--- src/design/iso_date_time_to_epoch_parser_unit_defines.svh ---
// Assertion macros for the ISO date/time parser unit.
// Taken in by the top level; relies on signals named clock and reset.
`ifndef ISO_DATE_TIME_TO_EPOCH_PARSER_UNIT_DEFINES_SVH
`define ISO_DATE_TIME_TO_EPOCH_PARSER_UNIT_DEFINES_SVH

// Same-cycle implication, checked outside reset
`define ISOEP_ASSERT_IMPL(name, ante, cons) \
   name: assert property (@(posedge clock) disable iff (reset) (ante) |-> (cons)) \
      else $error("isoep: same-cycle check failed");

// Next-cycle implication, checked outside reset
`define ISOEP_ASSERT_NEXT(name, ante, cons) \
   name: assert property (@(posedge clock) disable iff (reset) (ante) |=> (cons)) \
      else $error("isoep: next-cycle check failed");

`endif

--- src/design/isoep_pkg.sv ---
// Shared types and constants for the ISO date/time to epoch parser.
// No dependencies; used by isoep_ctrl, isoep_datapath and the top level.
package isoep_pkg;

   // Channel payloads
   typedef struct packed {
      logic [7:0] char_code;
      logic       end_of_token;
   } req_type;

   typedef struct packed {
      logic signed [38:0] epoch_value;
      logic               format_error;
   } rsp_type;

   // Controller states: parse, then the fixed conversion sequence
   typedef enum logic [2:0] {
      ST_PARSE,
      ST_ADJUST,
      ST_ERA,
      ST_YOE,
      ST_DOE,
      ST_DAYS,
      ST_SECS,
      ST_DONE
   } state_type;

   typedef struct packed {
      logic take_char;   // a character transfer this cycle
      logic capture;     // token's last character: latch fields, clear parser
      logic load_out;    // load the result register
   } cmd_type;

   typedef struct packed {
      logic last_char;   // presented character ends the token
   } status_type;

   // Characters
   localparam logic [7:0] CHAR_NUL   = 8'h00;
   localparam logic [7:0] CHAR_TAB   = 8'h09;
   localparam logic [7:0] CHAR_SPACE = 8'h20;
   localparam logic [7:0] CHAR_DASH  = 8'h2D;
   localparam logic [7:0] CHAR_COLON = 8'h3A;
   localparam logic [7:0] CHAR_ZERO  = 8'h30;
   localparam logic [7:0] CHAR_NINE  = 8'h39;

   // Pattern lengths
   localparam logic [4:0] DATE_LEN  = 5'd10;
   localparam logic [4:0] STAMP_LEN = 5'd19;

   // Separator positions
   localparam logic [4:0] POS_DASH_YM  = 5'd4;
   localparam logic [4:0] POS_DASH_MD  = 5'd7;
   localparam logic [4:0] POS_SPACE    = 5'd10;
   localparam logic [4:0] POS_COLON_HM = 5'd13;
   localparam logic [4:0] POS_COLON_MS = 5'd16;

   // Last position of each digit group
   localparam logic [4:0] POS_YEAR_LAST   = 5'd3;
   localparam logic [4:0] POS_MONTH_LAST  = 5'd6;
   localparam logic [4:0] POS_DAY_LAST    = 5'd9;
   localparam logic [4:0] POS_HOUR_LAST   = 5'd12;
   localparam logic [4:0] POS_MINUTE_LAST = 5'd15;

   // Era arithmetic
   localparam int ERA_DAYS     = 146097;
   localparam int EPOCH_SHIFT  = 719468;
   localparam int DAY_SECONDS  = 86400;
   localparam int ERA_YEARS    = 400;
   // reciprocals: x/25 = (x*1311)>>15, x/5 = (x*13108)>>16, x/100 = (x*41)>>12
   localparam int RECIP_25     = 1311;
   localparam int RECIP_5      = 13108;
   localparam int RECIP_100    = 41;

endpackage

--- src/design/isoep_ctrl.sv ---
// Controller for the ISO date/time parser: handshakes and conversion sequence.
// Depends on isoep_pkg.
module isoep_ctrl (
   input  logic                   clock,
   input  logic                   reset,
   input  logic                   req_valid,
   output logic                   req_stall,
   output logic                   rsp_valid,
   input  logic                   rsp_stall,
   input  isoep_pkg::status_type  status,
   output isoep_pkg::cmd_type     cmd
);
   import isoep_pkg::*;

   state_type state_ff, state_in;
   logic      rsp_valid_ff, rsp_valid_in;
   logic      out_free;

   assign out_free = !rsp_valid_ff || !rsp_stall;

   // Next state
   always_comb begin
      state_in = state_ff;
      unique case (state_ff)
         ST_PARSE:  begin
            if (req_valid && status.last_char) state_in = ST_ADJUST;
         end
         ST_ADJUST: state_in = ST_ERA;
         ST_ERA:    state_in = ST_YOE;
         ST_YOE:    state_in = ST_DOE;
         ST_DOE:    state_in = ST_DAYS;
         ST_DAYS:   state_in = ST_SECS;
         ST_SECS:   state_in = ST_DONE;
         ST_DONE:   begin
            if (out_free) state_in = ST_PARSE;
         end
         default:   state_in = ST_PARSE;
      endcase
   end

   // Outputs
   always_comb begin
      cmd       = '0;
      req_stall = 1'b1;
      unique case (state_ff)
         ST_PARSE: begin
            req_stall     = 1'b0;
            cmd.take_char = req_valid;
            cmd.capture   = req_valid && status.last_char;
         end
         ST_DONE: begin
            cmd.load_out = out_free;
         end
         default: begin
            req_stall = 1'b1;
         end
      endcase
   end

   // Result valid: set on load, held while stalled
   assign rsp_valid_in = cmd.load_out || (rsp_valid_ff && rsp_stall);
   assign rsp_valid    = rsp_valid_ff;

   always_ff @(posedge clock) begin
      if (reset) begin
         state_ff     <= ST_PARSE;
         rsp_valid_ff <= 1'b0;
      end else begin
         state_ff     <= state_in;
         rsp_valid_ff <= rsp_valid_in;
      end
   end

endmodule

--- src/design/isoep_datapath.sv ---
// Datapath for the ISO date/time parser: character matcher, digit gathering,
// staged days-from-civil conversion and result register. Depends on isoep_pkg.
module isoep_datapath (
   input  logic                   clock,
   input  logic                   reset,
   input  isoep_pkg::req_type     req_data,
   input  logic                   csr_valid,
   input  logic                   csr_data,
   input  isoep_pkg::cmd_type     cmd,
   output isoep_pkg::status_type  status,
   output isoep_pkg::rsp_type     rsp_data
);
   import isoep_pkg::*;

   // Mode register
   logic fmt_ff;

   // Parser state
   logic [4:0]  pos_ff, pos_in;
   logic        skip_ff, skip_in;
   logic        mis_ff, mis_in;
   logic [13:0] year_ff, year_in;
   logic [6:0]  month_ff, month_in;
   logic [6:0]  day_ff, day_in;
   logic [6:0]  hour_ff, hour_in;
   logic [6:0]  minute_ff, minute_in;
   logic [6:0]  second_ff, second_in;

   logic        is_blank, is_digit;
   logic [3:0]  digit;
   logic [7:0]  need_sep;
   logic [4:0]  pat_len;

   // Captured token, stable through the conversion
   logic [13:0] c_year_ff;
   logic [6:0]  c_month_ff, c_day_ff, c_hour_ff, c_minute_ff, c_second_ff;
   logic        c_mode_ff, c_err_ff;

   // Conversion stages
   logic signed [14:0] s1_year_ff, s1_year_in;
   logic [6:0]         s1_mi_ff, s1_mi_in;
   logic signed [5:0]  s2_era_ff, s2_era_in;
   logic [14:0]        s2_t_ff, s2_t_in;
   logic [19:0]        era_prod;
   logic [8:0]         s3_yoe_ff, s3_yoe_in;
   logic signed [12:0] s3_doy_ff, s3_doy_in;
   logic signed [15:0] era_years;
   logic signed [15:0] yoe_wide;
   logic [27:0]        doy_prod;
   logic signed [18:0] s4_doe_ff, s4_doe_in;
   logic signed [22:0] s4_eradays_ff, s4_eradays_in;
   logic [18:0]        s4_hms_ff, s4_hms_in;
   logic [18:0]        yoe_term;
   logic [13:0]        cent_prod;
   logic signed [22:0] s5_days_ff, s5_days_in;
   logic signed [39:0] s6_prod_ff, s6_prod_in;
   logic signed [38:0] final_value;

   rsp_type rsp_data_ff;

   assign status.last_char = req_data.end_of_token;

   // Character classification
   always_comb begin
      is_blank = (req_data.char_code == CHAR_SPACE) || (req_data.char_code == CHAR_TAB);
      is_digit = (req_data.char_code >= CHAR_ZERO) && (req_data.char_code <= CHAR_NINE);
      digit    = 4'(req_data.char_code - CHAR_ZERO);
      pat_len  = fmt_ff ? STAMP_LEN : DATE_LEN;
      case (pos_ff) inside
         POS_DASH_YM, POS_DASH_MD:   need_sep = CHAR_DASH;
         POS_SPACE:                  need_sep = CHAR_SPACE;
         POS_COLON_HM, POS_COLON_MS: need_sep = CHAR_COLON;
         default:                    need_sep = CHAR_NUL;
      endcase
   end

   // Pattern matching and digit gathering
   always_comb begin
      pos_in    = pos_ff;
      skip_in   = skip_ff;
      mis_in    = mis_ff;
      year_in   = year_ff;
      month_in  = month_ff;
      day_in    = day_ff;
      hour_in   = hour_ff;
      minute_in = minute_ff;
      second_in = second_ff;
      if (cmd.take_char && !(skip_ff && is_blank)) begin
         skip_in = 1'b0;
         if (pos_ff < pat_len) begin
            pos_in = pos_ff + 5'd1;
            if (need_sep != CHAR_NUL) begin
               if (req_data.char_code != need_sep) mis_in = 1'b1;
            end else if (!is_digit) begin
               mis_in = 1'b1;
            end else if (pos_ff <= POS_YEAR_LAST) begin
               year_in = 14'(year_ff * 14'd10 + 14'(digit));
            end else if (pos_ff <= POS_MONTH_LAST) begin
               month_in = 7'(month_ff * 7'd10 + 7'(digit));
            end else if (pos_ff <= POS_DAY_LAST) begin
               day_in = 7'(day_ff * 7'd10 + 7'(digit));
            end else if (pos_ff <= POS_HOUR_LAST) begin
               hour_in = 7'(hour_ff * 7'd10 + 7'(digit));
            end else if (pos_ff <= POS_MINUTE_LAST) begin
               minute_in = 7'(minute_ff * 7'd10 + 7'(digit));
            end else begin
               second_in = 7'(second_ff * 7'd10 + 7'(digit));
            end
         end
      end
   end

   // Mode register and parser state; parser clears after each token
   always_ff @(posedge clock) begin
      if (reset) begin
         fmt_ff <= 1'b0;
      end else if (csr_valid) begin
         fmt_ff <= csr_data;
      end
      if (reset || cmd.capture) begin
         pos_ff    <= '0;
         skip_ff   <= 1'b1;
         mis_ff    <= 1'b0;
         year_ff   <= '0;
         month_ff  <= '0;
         day_ff    <= '0;
         hour_ff   <= '0;
         minute_ff <= '0;
         second_ff <= '0;
      end else begin
         pos_ff    <= pos_in;
         skip_ff   <= skip_in;
         mis_ff    <= mis_in;
         year_ff   <= year_in;
         month_ff  <= month_in;
         day_ff    <= day_in;
         hour_ff   <= hour_in;
         minute_ff <= minute_in;
         second_ff <= second_in;
      end
   end

   // Token capture, including the last character
   always_ff @(posedge clock) begin
      if (cmd.capture) begin
         c_year_ff   <= year_in;
         c_month_ff  <= month_in;
         c_day_ff    <= day_in;
         c_hour_ff   <= hour_in;
         c_minute_ff <= minute_in;
         c_second_ff <= second_in;
         c_mode_ff   <= fmt_ff;
         c_err_ff    <= mis_in || (pos_in < pat_len);
      end
   end

   // Stage 1: January/February belong to the previous year
   always_comb begin
      if (c_month_ff <= 7'd2) begin
         s1_year_in = $signed({1'b0, c_year_ff}) - 15'sd1;
         s1_mi_in   = c_month_ff + 7'd9;
      end else begin
         s1_year_in = $signed({1'b0, c_year_ff});
         s1_mi_in   = c_month_ff - 7'd3;
      end
   end

   // Stage 2: era = floor(y/400) as (y>>4)/25; month term numerator
   assign era_prod  = 20'(s1_year_ff[13:4]) * 20'(RECIP_25);
   assign s2_era_in = s1_year_ff[14] ? -6'sd1 : $signed({1'b0, era_prod[19:15]});
   assign s2_t_in   = 15'(15'(s1_mi_ff) * 15'd153 + 15'd2);

   // Stage 3: year of era, day of year
   assign era_years = 16'(s2_era_ff) * 16'(ERA_YEARS);
   assign yoe_wide  = 16'(s1_year_ff) - era_years;
   assign s3_yoe_in = yoe_wide[8:0];
   assign doy_prod  = 28'(s2_t_ff) * 28'(RECIP_5);
   assign s3_doy_in = $signed({1'b0, doy_prod[27:16]}) + $signed({6'd0, c_day_ff}) - 13'sd1;

   // Stage 4: day of era, era offset, time of day
   assign cent_prod     = 14'(s3_yoe_ff) * 14'(RECIP_100);
   assign yoe_term      = 19'(19'(s3_yoe_ff) * 19'd365) + 19'(s3_yoe_ff[8:2])
                          - 19'(cent_prod[13:12]);
   assign s4_doe_in     = $signed(yoe_term) + 19'(s3_doy_ff);
   assign s4_eradays_in = 23'(s2_era_ff) * 23'(ERA_DAYS);
   assign s4_hms_in     = 19'(19'(c_hour_ff) * 19'd3600) + 19'(19'(c_minute_ff) * 19'd60)
                          + 19'(c_second_ff);

   // Stage 5: days since the epoch
   assign s5_days_in = s4_eradays_ff + 23'(s4_doe_ff) - 23'(EPOCH_SHIFT);

   // Stage 6: scale to seconds
   assign s6_prod_in = 40'(s5_days_ff) * 40'(DAY_SECONDS);

   always_ff @(posedge clock) begin
      s1_year_ff    <= s1_year_in;
      s1_mi_ff      <= s1_mi_in;
      s2_era_ff     <= s2_era_in;
      s2_t_ff       <= s2_t_in;
      s3_yoe_ff     <= s3_yoe_in;
      s3_doy_ff     <= s3_doy_in;
      s4_doe_ff     <= s4_doe_in;
      s4_eradays_ff <= s4_eradays_in;
      s4_hms_ff     <= s4_hms_in;
      s5_days_ff    <= s5_days_in;
      s6_prod_ff    <= s6_prod_in;
   end

   // Result select and output register
   always_comb begin
      if (c_err_ff) begin
         final_value = '0;
      end else if (c_mode_ff) begin
         final_value = s6_prod_ff[38:0] + $signed({20'd0, s4_hms_ff});
      end else begin
         final_value = 39'(s5_days_ff);
      end
   end

   always_ff @(posedge clock) begin
      if (cmd.load_out) begin
         rsp_data_ff.epoch_value  <= final_value;
         rsp_data_ff.format_error <= c_err_ff;
      end
   end

   assign rsp_data = rsp_data_ff;

endmodule

--- src/design/iso_date_time_to_epoch_parser_unit.sv ---
// ISO date/time to epoch parser, top level. Depends on isoep_pkg,
// isoep_ctrl, isoep_datapath and the assertion macro header.
//
// Usage: one ASCII character per transfer on req_ (valid/stall); the
// character flagged end_of_token closes the token. Leading blanks are
// skipped, then YYYY-MM-DD (csr_data = 0, days) or YYYY-MM-DD HH:MM:SS
// (csr_data = 1, seconds) is matched; trailing characters are ignored.
// One result per token on rsp_ (valid/stall): epoch_value, format_error.
// Throughput: one character per cycle within a token. The last character
// starts a fixed six-stage conversion sequence; req_stall stays high through
// it and the final step, so no character of the next token is taken meanwhile.
// rsp_valid rises when the final step loads the output register.
// A stalled result sits in the output register while the next token is
// taken; a further token end waits in the final step until it is taken.
// csr_ready is always high; write csr only while idle.
// Reset: synchronous, active high; clears the mode to date and the parser.
`include "iso_date_time_to_epoch_parser_unit_defines.svh"

module iso_date_time_to_epoch_parser_unit (
   input  logic                clock,
   input  logic                reset,
   input  logic                req_valid,
   output logic                req_stall,
   input  isoep_pkg::req_type  req_data,
   output logic                rsp_valid,
   input  logic                rsp_stall,
   output isoep_pkg::rsp_type  rsp_data,
   input  logic                csr_valid,
   output logic                csr_ready,
   input  logic                csr_data
);
   import isoep_pkg::*;

   cmd_type    cmd;
   status_type status;

   assign csr_ready = 1'b1;

   isoep_ctrl u_ctrl (
      .clock     (clock),
      .reset     (reset),
      .req_valid (req_valid),
      .req_stall (req_stall),
      .rsp_valid (rsp_valid),
      .rsp_stall (rsp_stall),
      .status    (status),
      .cmd       (cmd)
   );

   isoep_datapath u_datapath (
      .clock     (clock),
      .reset     (reset),
      .req_data  (req_data),
      .csr_valid (csr_valid && csr_ready),
      .csr_data  (csr_data),
      .cmd       (cmd),
      .status    (status),
      .rsp_data  (rsp_data)
   );

   // Input is held off once a token end is taken
   `ISOEP_ASSERT_NEXT(a_stall_after_token, cmd.capture, req_stall)
   // A new result only appears after a result load
   `ISOEP_ASSERT_IMPL(a_valid_from_load, $rose(rsp_valid), $past(cmd.load_out))
   // Error results carry a zero value
   `ISOEP_ASSERT_IMPL(a_error_zero, rsp_valid && rsp_data.format_error,
                      rsp_data.epoch_value == 39'sd0)

endmodule
--- config.mk ---
export PLATFORM = sky130hd
export DESIGN_NAME = iso_date_time_to_epoch_parser_unit
export DESIGN_NICKNAME = d
export VERILOG_FILES = /design/src/design/isoep_pkg.sv /design/src/design/isoep_ctrl.sv /design/src/design/isoep_datapath.sv /design/src/design/iso_date_time_to_epoch_parser_unit.sv
export VERILOG_INCLUDE_DIRS = /design/src /design/src/design
export SDC_FILE = /design/constraint.sdc
export NUM_CORES = 2
export LEC_CHECK = 0
export ABC_AREA = 0
export BUFFER_PORTS_ARGS = -buffer_cell sky130_fd_sc_hd__clkbuf_2
export CAP_MARGIN = 20
export CORE_ASPECT_RATIO = 0.5
export CORE_MARGIN = 3
export CORE_UTILIZATION = 45
export DETAILED_ROUTE_END_ITERATION = 12
export SETUP_SLACK_MARGIN = 0.3
export SYNTH_ARGS = -nofsm -noshare
export SYNTH_HDL_FRONTEND = slang
export SYNTH_SLANG_ARGS = --single-unit
--- constraint.sdc ---
create_clock -name clock -period 10.02 [get_ports clock]
set_clock_uncertainty 0.1 [all_clocks]
set_input_delay 0.501 -clock clock [delete_from_list [all_inputs] [get_ports clock]]
set_output_delay 0.501 -clock clock [all_outputs]
set_load 0.02 [all_outputs]
==> flow_results.org <==
** Clocking
- Clock-pin slew was measured on the worst setup and hold paths at 60 ps.
- Number of sinks handled by clock tree synthesis :: 333
- The clock reaches the later pin of the worst-skew pair after 550 ps.
- TritonCTS created 36 clock buffers.
- In this run, post-CTS hold repair placed 0 buffers.
- Once the clock tree was built, the resizer swapped 0 gates to a different size.
- Post-CTS timing repair inserted 0 buffers for setup.
- TritonCTS built the clock tree.
- Clock tree synthesis selected as its root buffer the cell sky130_fd_sc_hd__clkbuf_16.
- Counting along the longest clock path gives a buffer depth of 3.
- Number of levels in the clock H-tree :: 2

** Timing
- Setup violations remaining at the end of the flow were counted as 0.
- Measured slew at the worst slew-check pin :: 874 ps
- Share of the clock period used by the worst path :: 73.0%
- Measured against its own limit, the worst slew margin works out to 40.9%.
- In the final timing run, aggregate negative setup slack is 0 ps.
- Final max-slew violation count :: 0
- Highest clock rate :: 0.137 GHz
- Setup repair after global routing left no endpoint under its margin.
- The smallest clock period supported by the final layout is computed as 7310 ps.
- The count of final hold-check violations came to 0.

** Min path
- The min-delay analysis places its worst path in the category input port to register.

** Floorplan
- For this configuration, the core starts out at a cell density of 45.7%.
- The die is 381 µm wide.
- During I/O placement, the number of pins put on the boundary was 58.
- From bottom edge to top edge, the die measures 193 µm.
- The region available for standard cell placement spans 69,300 µm².
- Rows :: 68
- The die covers 73,700 µm².

** Global routing
- Initial antenna violation count :: 1
- Number of global-route vias before repair :: 21,196
- GRT Total Usage :: 17.1%
- Global route overflow :: 0
- Wire length of the first global-routing pass :: 105,000 µm
- Entering global routing, the biggest net connects 57 pins.

** Run
- Max-cap violations in this run came to 0.

** Drt
- 1st-pass router iterations :: 5
- Routed wire per std cell :: 14.6 µm
- The routed layout has 20,683 vias.
- DRC Markers :: 0
- DRC violation total after the first TritonRoute iteration :: 834
- Total wirelength of the detailed-routed design :: 61,600 µm
- Once detail routing completed, the nets flagged for antenna violations numbered 0.
- Per-cell via count in the routed design :: 4.91

** Layout
- FF/Latch Area :: 7580 µm²
- Layout cells sized above 1 :: 5.18%
- In the layout the commonest cells are sky130_fd_sc_hd__ha_1 (660), sky130_fd_sc_hd__inv_1 (653), sky130_fd_sc_hd__fa_1 (256).
- In the final layout, the multi-input gates occupy 21,500 µm².
- The repair_antennas step left the layout with diodes totalling 0.
- Most frequent standard cell in the layout excluding fill and tap cells :: sky130_fd_sc_hd__ha_1
- After routing the design area is 34,200 µm².
- Number of nets in the final layout :: 4,168
- After filler insertion, the fill cell instance count of the layout stands at 6,483.
- Synth-to-layout area growth :: 8.04%

** Synth
- Among all flip-flop cells after synthesis, the most frequent one is sky130_fd_sc_hd__dfxtp_1.
- Yosys warns :: 0
- Post-synth EDFFs :: 91
- Fraction of registers with async set/reset :: 0%
- Net Count, Synth :: 4,097
- Sequential elements use 24.0% of the synthesized area.
- Cells after Synth :: 3,166
- In this run, synthesis produced a sequential element count of 333.
- Mean area per synthesized cell :: 9.99 µm²
- The mapped netlist covers 31,600 µm².
- Number of unique standard cell types used by synthesis :: 74

** Placement
- Cell area reported after detailed placement :: 33,000 µm²
- The wire-length estimate of the detail-placed layout is 51,000 µm.
- At the end of routability-driven placement, the weighted congestion stood at 0.851.
- Input and output buffers added on the ports amount to 56.

** Setup path
- Delay of the slowest cell on the worst path :: 590 ps
- STA classifies the critical path endpoint as a register.
- Data arrives at the worst endpoint at 7690 ps.
- Along the worst path, the maximum fanout reaches 9.
- The largest individual stage delay along the critical path comes from the cell sky130_fd_sc_hd__dfxtp_1.
- Startpoint type of the worst setup path :: register
- Critical Path RT :: 10,400 ps
- The worst setup path is of the register to register kind.

** Outcome
- Outcome :: completed
## routing by layer
layer	global-route usage [%]	vias to the layer above	wire length, µm
met4	3.56	0	1160
met3	2.29	71	1760
li1	-	10660	-
met5	0	-	0
met1	23.4	9764	30100
met2	29.1	188	28600
## cells in the mapped netlist (all sizes together), types with 6 or more instances
cell type,n,area [µm²]
a211o,6,52.6
a211oi,16,130
a21boi,7,52.6
a21o,67,503
a21oi,149,746
a31oi,22,138
and2,11,68.8
and3,12,75.1
clkbuf,29,109
dfxtp,242,4840
edfxtp,91,2730
fa,256,5120
ha,660,8260
inv,653,2450
mux2,25,297
mux2i,22,220
nand2,96,360
nand2b,18,113
nand3,29,145
nand4,14,87.6
nor2,117,439
nor2b,67,449
nor3,45,230
nor3b,10,75.1
nor4,9,56.3
o211ai,11,87.6
o21a,16,120
o21ai,85,425
o21bai,27,203
o31ai,12,90.1
o41ai,7,61.3
or2,10,62.6
or3,14,87.6
or4,7,52.6
xnor2,174,1520
xor2,71,622
## layout make-up
cell class / count / share of cell area, %
Clock buffer: 47 / 2.79
Multi-Input combinational cell: 2147 / 62.9
Sequential cell: 333 / 22.2
Inverter: 653 / 7.17
Tap cell: 945 / 3.46
Timing Repair Buffer: 66 / 1.04
Clock inverter: 18 / 0.513
## registers in the layout (all words and copies together), names as in the netlist, 9 cells and up
register / cells
u_datapath.s1_year_ff: 15
u_datapath.s3_yoe_ff: 9
u_datapath.year_ff: 14
u_datapath.s5_days_ff: 23
u_datapath.s2_t_ff: 15
u_datapath.s4_doe_ff: 19
u_datapath.s3_doy_ff: 13
u_datapath.s4_eradays_ff: 23
u_datapath.s4_hms_ff: 19
u_datapath.s6_prod_ff: 32
u_datapath.rsp_data: 40
u_datapath.c_year_ff: 14
## logic make-up after synthesis
| kind of cell | after synthesis | share of synthesized area (%) |
|---|---|---|
| flops | 333 | 24.0 |
| buf+inv | 686 | 8.19 |
| compound gates | 461 | 9.32 |
| xor+xnor | 245 | 6.78 |
| simple gates | 477 | 7.80 |
| other cells | 1 | 0.0119 |
| mux | 47 | 1.63 |
| fa+ha+maj | 916 | 42.3 |
## final timing paths
| path | endpoint | slack (ps) | cells past startpoint | from |
|---|---|---|---|---|
| setup / recovery | u_datapath.s4_doe_ff[17] | 2710 | 29 | u_datapath.s3_yoe_ff[3] |
| hold / removal | u_datapath.fmt_ff | 130 | 3 | csr_data |
| setup reg to reg | u_datapath.s4_doe_ff[17] | 2710 | 29 | u_datapath.s3_yoe_ff[3] |
| hold reg to reg | u_datapath.s3_yoe_ff[0] | 230 | 0 | u_datapath.s1_year_ff[0] |
## per-stage QoR
stage / worst slack, ps / hold WS [ps] / util [%] / std cells
floorplan: 3310 / 210 / - / 3166
global route: 2160 / 115 / 49.3 / 4209
detailed placement: 2650 / 212 / 47.7 / 4144
CTS: 2680 / 92.3 / 49.3 / 4209
finish: 2710 / 127 / 49.3 / 4209
global placement: 2800 / 215 / 47.7 / 4143
## worst max-delay path, delay by kind of cell, from the launching register on
family	cells	cell delay, ps
DFF	1	590
adders and majority gates	9	3040
AOI/OAI and AO/OA	15	3050
xor gates and xnor gates	2	300
buffers and inverters	2	100
and+or+nand+nor	1	80
Power is left out: the tool's default activity adds up to more than one toggle a clock period on the data nets, which glitch-free logic cannot reach.
